**config.mk**
```make
export PLATFORM = sky130hd
export DESIGN_NAME = sha256_byte_stream_hasher_core
export DESIGN_NICKNAME = d
export VERILOG_FILES = /design/src/rtl/core/sbsh_pkg.sv /design/src/rtl/core/sbsh_compress.sv /design/src/rtl/core/sha256_byte_stream_hasher_core.sv
export SDC_FILE = /design/constraint.sdc
export NUM_CORES = 2
export LEC_CHECK = 0
export BUFFER_PORTS_ARGS = -buffer_cell sky130_fd_sc_hd__buf_2
export CAP_MARGIN = 20
export CELL_PAD_IN_SITES_DETAIL_PLACEMENT = 1
export CELL_PAD_IN_SITES_GLOBAL_PLACEMENT = 2
export CORE_ASPECT_RATIO = 0.7
export CORE_MARGIN = 2
export CORE_UTILIZATION = 41
export DETAILED_ROUTE_END_ITERATION = 7
export HOLD_SLACK_MARGIN = 0.12
export PLACE_DENSITY_LB_ADDON = 0.08
export SLEW_MARGIN = 15
export SYNTH_ARGS = -nofsm -noshare
export SYNTH_HDL_FRONTEND = slang
export SYNTH_SLANG_ARGS = --single-unit
```
**constraint.sdc**
```tcl
create_clock -name clk_i -period 18 [get_ports clk_i]
set_clock_uncertainty 0.15 [all_clocks]
set_input_delay 1.8 -clock clk_i [delete_from_list [all_inputs] [get_ports clk_i]]
set_output_delay 1.8 -clock clk_i [all_outputs]
set_load 0.02 [all_outputs]
```
**src/rtl/core/sbsh_pkg.sv**
```systemverilog
// ----------------------------------------------------------------------------
// sbsh_pkg
// Shared types, round constants and helper functions for the SHA-256 hasher.
// ----------------------------------------------------------------------------
package sbsh_pkg;

  typedef struct packed {
    logic [7:0] msg_byte;
    logic       byte_valid;
    logic       msg_end;
  } sbsh_in_t;

  typedef struct packed {
    logic [63:0] digest_w0;
    logic [63:0] digest_w1;
    logic [63:0] digest_w2;
    logic [63:0] digest_w3;
  } sbsh_out_t;

  typedef logic [0:7][31:0] sbsh_hash_t;

  typedef struct packed {
    logic       shift;
    logic [7:0] data;
    logic       start;
    logic       init;
  } sbsh_cmp_ctrl_t;

  typedef struct packed {
    logic busy;
    logic done;
  } sbsh_cmp_stat_t;

  localparam logic [7:0] PAD_MARK = 8'h80;

  localparam sbsh_hash_t HASH_IV = {
    32'h6a09e667, 32'hbb67ae85, 32'h3c6ef372, 32'ha54ff53a,
    32'h510e527f, 32'h9b05688c, 32'h1f83d9ab, 32'h5be0cd19
  };

  localparam logic [31:0] ROUND_K [64] = '{
    32'h428a2f98, 32'h71374491, 32'hb5c0fbcf, 32'he9b5dba5, 32'h3956c25b, 32'h59f111f1,
    32'h923f82a4, 32'hab1c5ed5, 32'hd807aa98, 32'h12835b01, 32'h243185be, 32'h550c7dc3,
    32'h72be5d74, 32'h80deb1fe, 32'h9bdc06a7, 32'hc19bf174, 32'he49b69c1, 32'hefbe4786,
    32'h0fc19dc6, 32'h240ca1cc, 32'h2de92c6f, 32'h4a7484aa, 32'h5cb0a9dc, 32'h76f988da,
    32'h983e5152, 32'ha831c66d, 32'hb00327c8, 32'hbf597fc7, 32'hc6e00bf3, 32'hd5a79147,
    32'h06ca6351, 32'h14292967, 32'h27b70a85, 32'h2e1b2138, 32'h4d2c6dfc, 32'h53380d13,
    32'h650a7354, 32'h766a0abb, 32'h81c2c92e, 32'h92722c85, 32'ha2bfe8a1, 32'ha81a664b,
    32'hc24b8b70, 32'hc76c51a3, 32'hd192e819, 32'hd6990624, 32'hf40e3585, 32'h106aa070,
    32'h19a4c116, 32'h1e376c08, 32'h2748774c, 32'h34b0bcb5, 32'h391c0cb3, 32'h4ed8aa4a,
    32'h5b9cca4f, 32'h682e6ff3, 32'h748f82ee, 32'h78a5636f, 32'h84c87814, 32'h8cc70208,
    32'h90befffa, 32'ha4506ceb, 32'hbef9a3f7, 32'hc67178f2
  };

  function automatic logic [31:0] big_sig0(input logic [31:0] x);
    return {x[1:0], x[31:2]} ^ {x[12:0], x[31:13]} ^ {x[21:0], x[31:22]};
  endfunction

  function automatic logic [31:0] big_sig1(input logic [31:0] x);
    return {x[5:0], x[31:6]} ^ {x[10:0], x[31:11]} ^ {x[24:0], x[31:25]};
  endfunction

  function automatic logic [31:0] small_sig0(input logic [31:0] x);
    return {x[6:0], x[31:7]} ^ {x[17:0], x[31:18]} ^ {3'b000, x[31:3]};
  endfunction

  function automatic logic [31:0] small_sig1(input logic [31:0] x);
    return {x[16:0], x[31:17]} ^ {x[18:0], x[31:19]} ^ {10'b0, x[31:10]};
  endfunction

endpackage

```
**src/rtl/core/sbsh_compress.sv**
```systemverilog
// ----------------------------------------------------------------------------
// sbsh_compress
// Block buffer, message schedule window and one-round-per-cycle compression.
// ----------------------------------------------------------------------------
module sbsh_compress (
  input  logic                     clk_i,
  input  logic                     rst_ni,
  input  sbsh_pkg::sbsh_cmp_ctrl_t ctrl_i,
  output sbsh_pkg::sbsh_cmp_stat_t stat_o,
  output sbsh_pkg::sbsh_hash_t     hash_o
);
  import sbsh_pkg::*;

  typedef enum logic [2:0] {
    C_IDLE  = 3'b001,
    C_ROUND = 3'b010,
    C_FIN   = 3'b100
  } cmp_state_e;

  cmp_state_e  cst_q, cst_d;
  logic [5:0]  rnd_q, rnd_d;
  logic [511:0] blk_q;
  sbsh_hash_t  wv_q;
  sbsh_hash_t  hash_q;

  logic [31:0] w_cur, w_new, t1, t2, ch, maj;

  // blk_q holds the 16-word window, oldest word at the top
  assign w_cur = blk_q[511:480];
  assign w_new = small_sig1(blk_q[63:32]) + blk_q[223:192]
               + small_sig0(blk_q[479:448]) + w_cur;

  assign ch  = (wv_q[4] & wv_q[5]) ^ (~wv_q[4] & wv_q[6]);
  assign maj = (wv_q[0] & wv_q[1]) ^ (wv_q[0] & wv_q[2]) ^ (wv_q[1] & wv_q[2]);
  assign t1  = wv_q[7] + big_sig1(wv_q[4]) + ch + ROUND_K[rnd_q] + w_cur;
  assign t2  = big_sig0(wv_q[0]) + maj;

  always_comb begin
    cst_d = cst_q;
    rnd_d = rnd_q;
    unique case (cst_q)
      C_IDLE: begin
        if (ctrl_i.start) begin
          cst_d = C_ROUND;
          rnd_d = '0;
        end
      end
      C_ROUND: begin
        rnd_d = rnd_q + 6'd1;
        if (rnd_q == 6'd63) begin
          cst_d = C_FIN;
        end
      end
      C_FIN: begin
        cst_d = C_IDLE;
      end
      default: begin
        cst_d = C_IDLE;
      end
    endcase
  end

  always_ff @(posedge clk_i or negedge rst_ni) begin
    if (!rst_ni) begin
      cst_q  <= C_IDLE;
      rnd_q  <= '0;
      hash_q <= HASH_IV;
    end else begin
      cst_q <= cst_d;
      rnd_q <= rnd_d;
      if (cst_q == C_FIN) begin
        for (int i = 0; i < 8; i++) begin
          hash_q[i] <= hash_q[i] + wv_q[i];
        end
      end else if (ctrl_i.init) begin
        hash_q <= HASH_IV;
      end
    end
  end

  always_ff @(posedge clk_i) begin
    if (cst_q == C_ROUND) begin
      blk_q <= {blk_q[479:0], w_new};
      wv_q  <= {t1 + t2, wv_q[0], wv_q[1], wv_q[2], wv_q[3] + t1, wv_q[4], wv_q[5],
                wv_q[6]};
    end else begin
      if (ctrl_i.shift) begin
        blk_q <= {blk_q[503:0], ctrl_i.data};
      end
      if (ctrl_i.start) begin
        wv_q <= hash_q;
      end
    end
  end

  assign stat_o.busy = (cst_q != C_IDLE);
  assign stat_o.done = (cst_q == C_FIN);
  assign hash_o      = hash_q;

endmodule

```
**src/rtl/core/sha256_byte_stream_hasher_core.sv**
```systemverilog
// ----------------------------------------------------------------------------
// sha256_byte_stream_hasher_core
// SHA-256 over a byte stream; one digest item per message.
// ----------------------------------------------------------------------------
// channel | valid      | stall       | payload
// in      | in_valid_i | in_stall_o  | in_item_i  (msg_byte, byte_valid, msg_end)
// out     | out_valid_o| out_stall_i | out_item_o (digest_w0 .. digest_w3)
//
// Each byte item is shifted into the block; the 64th byte of a block starts
// a compression (64 rounds of the shared round unit plus the hash update).
// An end item shifts in 9 to 72 padding bytes, one per cycle except while
// a full block compresses, runs one or two compressions and loads the digest.
// Reset loads the initial hash values and clears the byte count.
// A stalled output holds its item; input is stalled in every state but idle.
// ----------------------------------------------------------------------------
module sha256_byte_stream_hasher_core (
  input  logic                clk_i,
  input  logic                rst_ni,
  input  logic                in_valid_i,
  output logic                in_stall_o,
  input  sbsh_pkg::sbsh_in_t  in_item_i,
  output logic                out_valid_o,
  input  logic                out_stall_i,
  output sbsh_pkg::sbsh_out_t out_item_o
);
  import sbsh_pkg::*;

  typedef enum logic [5:0] {
    S_IDLE = 6'b000001,
    S_COMP = 6'b000010,
    S_MARK = 6'b000100,
    S_ZERO = 6'b001000,
    S_LEN  = 6'b010000,
    S_OUT  = 6'b100000
  } state_e;

  state_e         state_q, state_d;
  state_e         ret_q, ret_d;
  logic [5:0]     fill_q, fill_d;
  logic [63:0]    total_q, total_d;
  logic [63:0]    len_q, len_d;
  logic           out_valid_q;
  sbsh_out_t      out_item_q;

  sbsh_cmp_ctrl_t cmp_ctrl;
  sbsh_cmp_stat_t cmp_stat;
  sbsh_hash_t     hash;

  logic acc, out_ready, out_load;

  assign in_stall_o = (state_q != S_IDLE);
  assign acc        = in_valid_i && !in_stall_o;
  assign out_ready  = !out_valid_q || !out_stall_i;

  sbsh_compress u_compress (
    .clk_i  (clk_i),
    .rst_ni (rst_ni),
    .ctrl_i (cmp_ctrl),
    .stat_o (cmp_stat),
    .hash_o (hash)
  );

  always_comb begin
    state_d  = state_q;
    ret_d    = ret_q;
    fill_d   = fill_q;
    total_d  = total_q;
    len_d    = len_q;
    cmp_ctrl = '0;
    out_load = 1'b0;
    unique case (state_q)
      S_IDLE: begin
        if (acc) begin
          if (in_item_i.byte_valid) begin
            cmp_ctrl.shift = 1'b1;
            cmp_ctrl.data  = in_item_i.msg_byte;
            fill_d  = fill_q + 6'd1;
            total_d = total_q + 64'd1;
            if (fill_q == 6'd63) begin
              cmp_ctrl.start = 1'b1;
              state_d = S_COMP;
              ret_d   = in_item_i.msg_end ? S_MARK : S_IDLE;
            end else if (in_item_i.msg_end) begin
              state_d = S_MARK;
            end
          end else if (in_item_i.msg_end) begin
            state_d = S_MARK;
          end
        end
      end
      S_MARK: begin
        cmp_ctrl.shift = 1'b1;
        cmp_ctrl.data  = PAD_MARK;
        fill_d = fill_q + 6'd1;
        len_d  = {total_q[60:0], 3'b000};
        if (fill_q == 6'd63) begin
          cmp_ctrl.start = 1'b1;
          state_d = S_COMP;
          ret_d   = S_ZERO;
        end else if (fill_q == 6'd55) begin
          state_d = S_LEN;
        end else begin
          state_d = S_ZERO;
        end
      end
      S_ZERO: begin
        cmp_ctrl.shift = 1'b1;
        fill_d = fill_q + 6'd1;
        if (fill_q == 6'd63) begin
          cmp_ctrl.start = 1'b1;
          state_d = S_COMP;
          ret_d   = S_ZERO;
        end else if (fill_q == 6'd55) begin
          state_d = S_LEN;
        end
      end
      S_LEN: begin
        cmp_ctrl.shift = 1'b1;
        cmp_ctrl.data  = len_q[63:56];
        len_d  = {len_q[55:0], 8'h00};
        fill_d = fill_q + 6'd1;
        if (fill_q == 6'd63) begin
          cmp_ctrl.start = 1'b1;
          state_d = S_COMP;
          ret_d   = S_OUT;
        end
      end
      S_COMP: begin
        if (cmp_stat.done) begin
          state_d = ret_q;
        end
      end
      S_OUT: begin
        if (out_ready) begin
          out_load      = 1'b1;
          cmp_ctrl.init = 1'b1;
          total_d       = '0;
          state_d       = S_IDLE;
        end
      end
      default: begin
        state_d = S_IDLE;
      end
    endcase
  end

  always_ff @(posedge clk_i or negedge rst_ni) begin
    if (!rst_ni) begin
      state_q     <= S_IDLE;
      ret_q       <= S_IDLE;
      fill_q      <= '0;
      total_q     <= '0;
      out_valid_q <= 1'b0;
    end else begin
      state_q <= state_d;
      ret_q   <= ret_d;
      fill_q  <= fill_d;
      total_q <= total_d;
      if (out_load) begin
        out_valid_q <= 1'b1;
      end else if (!out_stall_i) begin
        out_valid_q <= 1'b0;
      end
    end
  end

  always_ff @(posedge clk_i) begin
    len_q <= len_d;
    if (out_load) begin
      out_item_q.digest_w0 <= {hash[0], hash[1]};
      out_item_q.digest_w1 <= {hash[2], hash[3]};
      out_item_q.digest_w2 <= {hash[4], hash[5]};
      out_item_q.digest_w3 <= {hash[6], hash[7]};
    end
  end

  assign out_valid_o = out_valid_q;
  assign out_item_o  = out_item_q;

`ifndef NO_ASSERTIONS
  a_fill_empty_at_out: assert property (@(posedge clk_i) disable iff (!rst_ni)
    (state_q == S_OUT) |-> (fill_q == 6'd0))
    else $error("block not empty when digest is loaded");

  a_busy_only_in_comp: assert property (@(posedge clk_i) disable iff (!rst_ni)
    cmp_stat.busy |-> (state_q == S_COMP))
    else $error("compression running outside the wait state");

  a_len_position: assert property (@(posedge clk_i) disable iff (!rst_ni)
    (state_q == S_LEN) |-> (fill_q[5:3] == 3'b111))
    else $error("length bytes placed outside the last eight positions");

  a_out_restart: assert property (@(posedge clk_i) disable iff (!rst_ni)
    out_load |=> (total_q == 64'd0) && out_valid_q)
    else $error("digest load did not restart the message");
`endif

endmodule
```
==> metrics <==
CORE AREA 0.202 sq mm; standard cell with the maximum stage delay on the critical path ha_1; Slew Limit Fails 0; Synth Area per Inst 9.76 sq um; result of the run completed; Primary FF master, synth edfxtp_1; I/O pin count 272; Area growth syn-to-layout 10.7%; global-route wire length before repair 444000 um; leakage component of the power 37.8 nW; EDFF count, synth 1085; critical path's most frequent cell fa_1; clock-pin slew on the worst setup and hold paths 0.07 ns; VDD IR max 0.226 mV; class of the tightest hold or removal check register to register; clock latency of the later-clocked register in the worst-skew pair 0.83 ns; fraction of registers with async set or reset after synthesis 24.0%; period utilization 60.7%; total congestion overflow after global routing 0; endpoint type of the worst setup path register; # nets final 9208; Sinks on Clock Net 1428; total routing resource utilization after global routing 28.8%; Max Cap Violations 0; width of the chip 543 um; number of H-tree levels 4; min setup slack post-route 7.08 ns; cell with the most instances after synthesis nand2_1; Post-Synthesis Cell Area 0.0835 sq mm; cts bufs inserted 162; clock tree buffer depth 4; maximum net fanout on the critical path 26; Syn Inst Count 8550; # Post-CTS Setup Buffers 0; HPWL after detailed placement 221000 um; count of unresolved DRC violations after routing 0; height of the die 381 um; number of placement rows 138; RSZ-0062 raised after global routing no; Post-Place Setup Slack 7.41 ns; sequential fraction of the synthesis area 49.5%; portion of synthesized cell area occupied by the leading cell type 39.0%; DRT antenna net count 0; Routed Wire Length 303000 um; slew margin rel. 22.9%; DR WL/cell 26.5 um; starting utilization of the core area 41.3%; post-synthesis cell type with the largest combined area edfxtp_1; most numerous cell types in the synthesized netlist nand2_1 (2557), edfxtp_1 (1085), o21ai_0 (494), a21oi_1 (468), clkbuf_1 (421); routability-driven placement congestion ratio 0.949; # port buffers 271; actual transition at the worst max-transition pin 1.15 ns; peak per-stage delay on the critical path 0.84 ns; Yosys reg bits 1428; final setup violating endpoints 0; synth top area cells edfxtp_1 (39%), nand2_1 (11%), dfrtp_1 (6.1%); number of global-route vias before repair 64137; worst hold-check slack 0.323 ns; pin count of the biggest net entering global routing 199; Starting DRT DRC Count 6124; power density over the cells 171 mW/mm^2; Worst Setup Start Kind register; initial antenna violation count 9; CTS root buffer clkbuf_16; synthesized netlist net count 9153; highest attainable clock frequency 91.6 MHz; required time of the worst setup path 18.42 ns; count of hold-fix buffers inserted at cts 0; via count 64542; worst setup path category register to register; post_cts resized 0; fraction of layout cells with a size suffix above 1 9.31%; Period minus WS final 10.92 ns; count of distinct cell types in the synthesized netlist 87; via/cell ratio 5.63; First-pass DRT Iterations 5; CTS tree built; Yosys warning total 0; full die area 0.207 sq mm; Post-Route Setup TNS 0 ns; crit path DAT 11.34 ns; count of final hold-check violations 0
==> through the flow <==
stage	cell area [sq um]	total power [mW]	util (%)	cells
final	92400	15.8	45.7	11460
after detailed placement	87200	12.3	43.1	11168
after global routing	92400	16.8	45.7	11457
after floorplan	83500	10.1	-	8550
after global placement	87200	12.2	43.1	11168
after CTS	92300	15.8	45.7	11453
==> worst paths after layout <==
path	depth (start not counted)	start	slack, ns	end
hold / removal	1	fill_q[5]	0.32	fill_q[5]
hold reg to reg	1	fill_q[5]	0.32	fill_q[5]
setup / recovery	36	u_compress.rnd_q[1]	7.08	u_compress.wv_q[253]
setup reg to reg	36	u_compress.rnd_q[1]	7.08	u_compress.wv_q[253]
max in group asynchronous	4	rst_ni	14.09	total_q[56]
min in group asynchronous	1	rst_ni	0.71	u_compress.hash_o[180]
==> sequential cells by signal (all words and copies together), names as in the netlist <==
signal             count
u_compress.rnd_q       6
total_q               61
u_compress.wv_q      256
ret_q                  4
out_item_o           256
out_valid_o            1
state_q                6
u_compress.hash_o    256
u_compress.cst_q       3
u_compress.blk_q     512
len_q                 61
fill_q                 6
==> cell type report <==
class / count / area (sq um)
Inverter: 265 / 1000
Antenna cell: 4 / 10.0
Multi-Input combinational cell: 6403 / 39500
Clock buffer: 209 / 4350
Fill cell: 22481 / 110000
Timing Repair Buffer: 345 / 2020
Sequential cell: 1428 / 41300
Clock inverter: 76 / 777
Tap cell: 2730 / 3420
==> where the power goes <==
part | internal (mW) | switching (mW)
Sequential | 4.36 | 0.545
Clock | 1.91 | 1.43
Combinational | 2.83 | 4.75
Total | 9.10 | 6.72
==> critical path, delay by kind of cell, from the launching register on <==
| family | cells | cell delay (ns) |
|---|---|---|
| fa+ha+maj | 8 | 3.66 |
| compound gates | 13 | 2.80 |
| buf+inv | 6 | 1.54 |
| simple gates | 6 | 1.42 |
| xor+xnor | 2 | 0.46 |
| flops | 1 | 0.33 |
| mux | 1 | 0.27 |
==> kinds of logic (layout without fill, tap and decap cells) <==
logic type,after synthesis,after routing,share of synthesized area [%]
AO/OA/AOI/OAI,1607,1607,11.8
other,0,4,0
AND/OR/NAND/NOR,3511,3511,17.3
flip-flops,1428,1428,49.5
buffers and inverters,719,895,3.24
XOR/XNOR,625,625,6.56
adder cells (fa/ha/maj),614,614,10.9
multiplexers,46,46,0.684
==> layer usage <==
metal,wire (um),global-route usage (%),up-vias,part of all wire [%]
li1,-,-,29544,-
met1,152000,46.0,32878,50
met2,122000,39.8,1795,40
met3,21300,5.20,325,7.0
met4,7220,6.45,0,2.4
met5,0,0,-,0
==> cell usage in the layout, fill, tap and decap left out, types with 20 or more instances in the layout <==
cell type  synthesis  final
a21o_1           166    166
clkbuf_16          0    164
fa_1             195    195
o21a_1            47     47
a31oi_1           58     58
xor2_1           215    215
dfrtp_1          204    200
buf_2              1    270
a211oi_1          45     45
nor3_1            92     92
clkinv_2           0     26
or3_1             55     54
nand2_1         2557   2553
nand4_1           37     37
buf_4              0     67
xnor2_1          410    410
clkbuf_1         421     37
edfxtp_1        1085   1085
nand2b_1          58     57
and2_1            28     27
and3_1            38     38
inv_1            263    262
o21bai_1          62     62
nor2b_1           35     35
nand3_1          146    146
nor2_1           375    373
o211ai_1          21     21
maj3_1            25     25
a21oi_1          468    468
ha_1             394    394
o21ai_0          494    494
or2_2             21     20
mux2_2            28     28
o31ai_1           36     36
dfstp_2          139    139
Note: power is estimated with default switching activity, not from simulation.
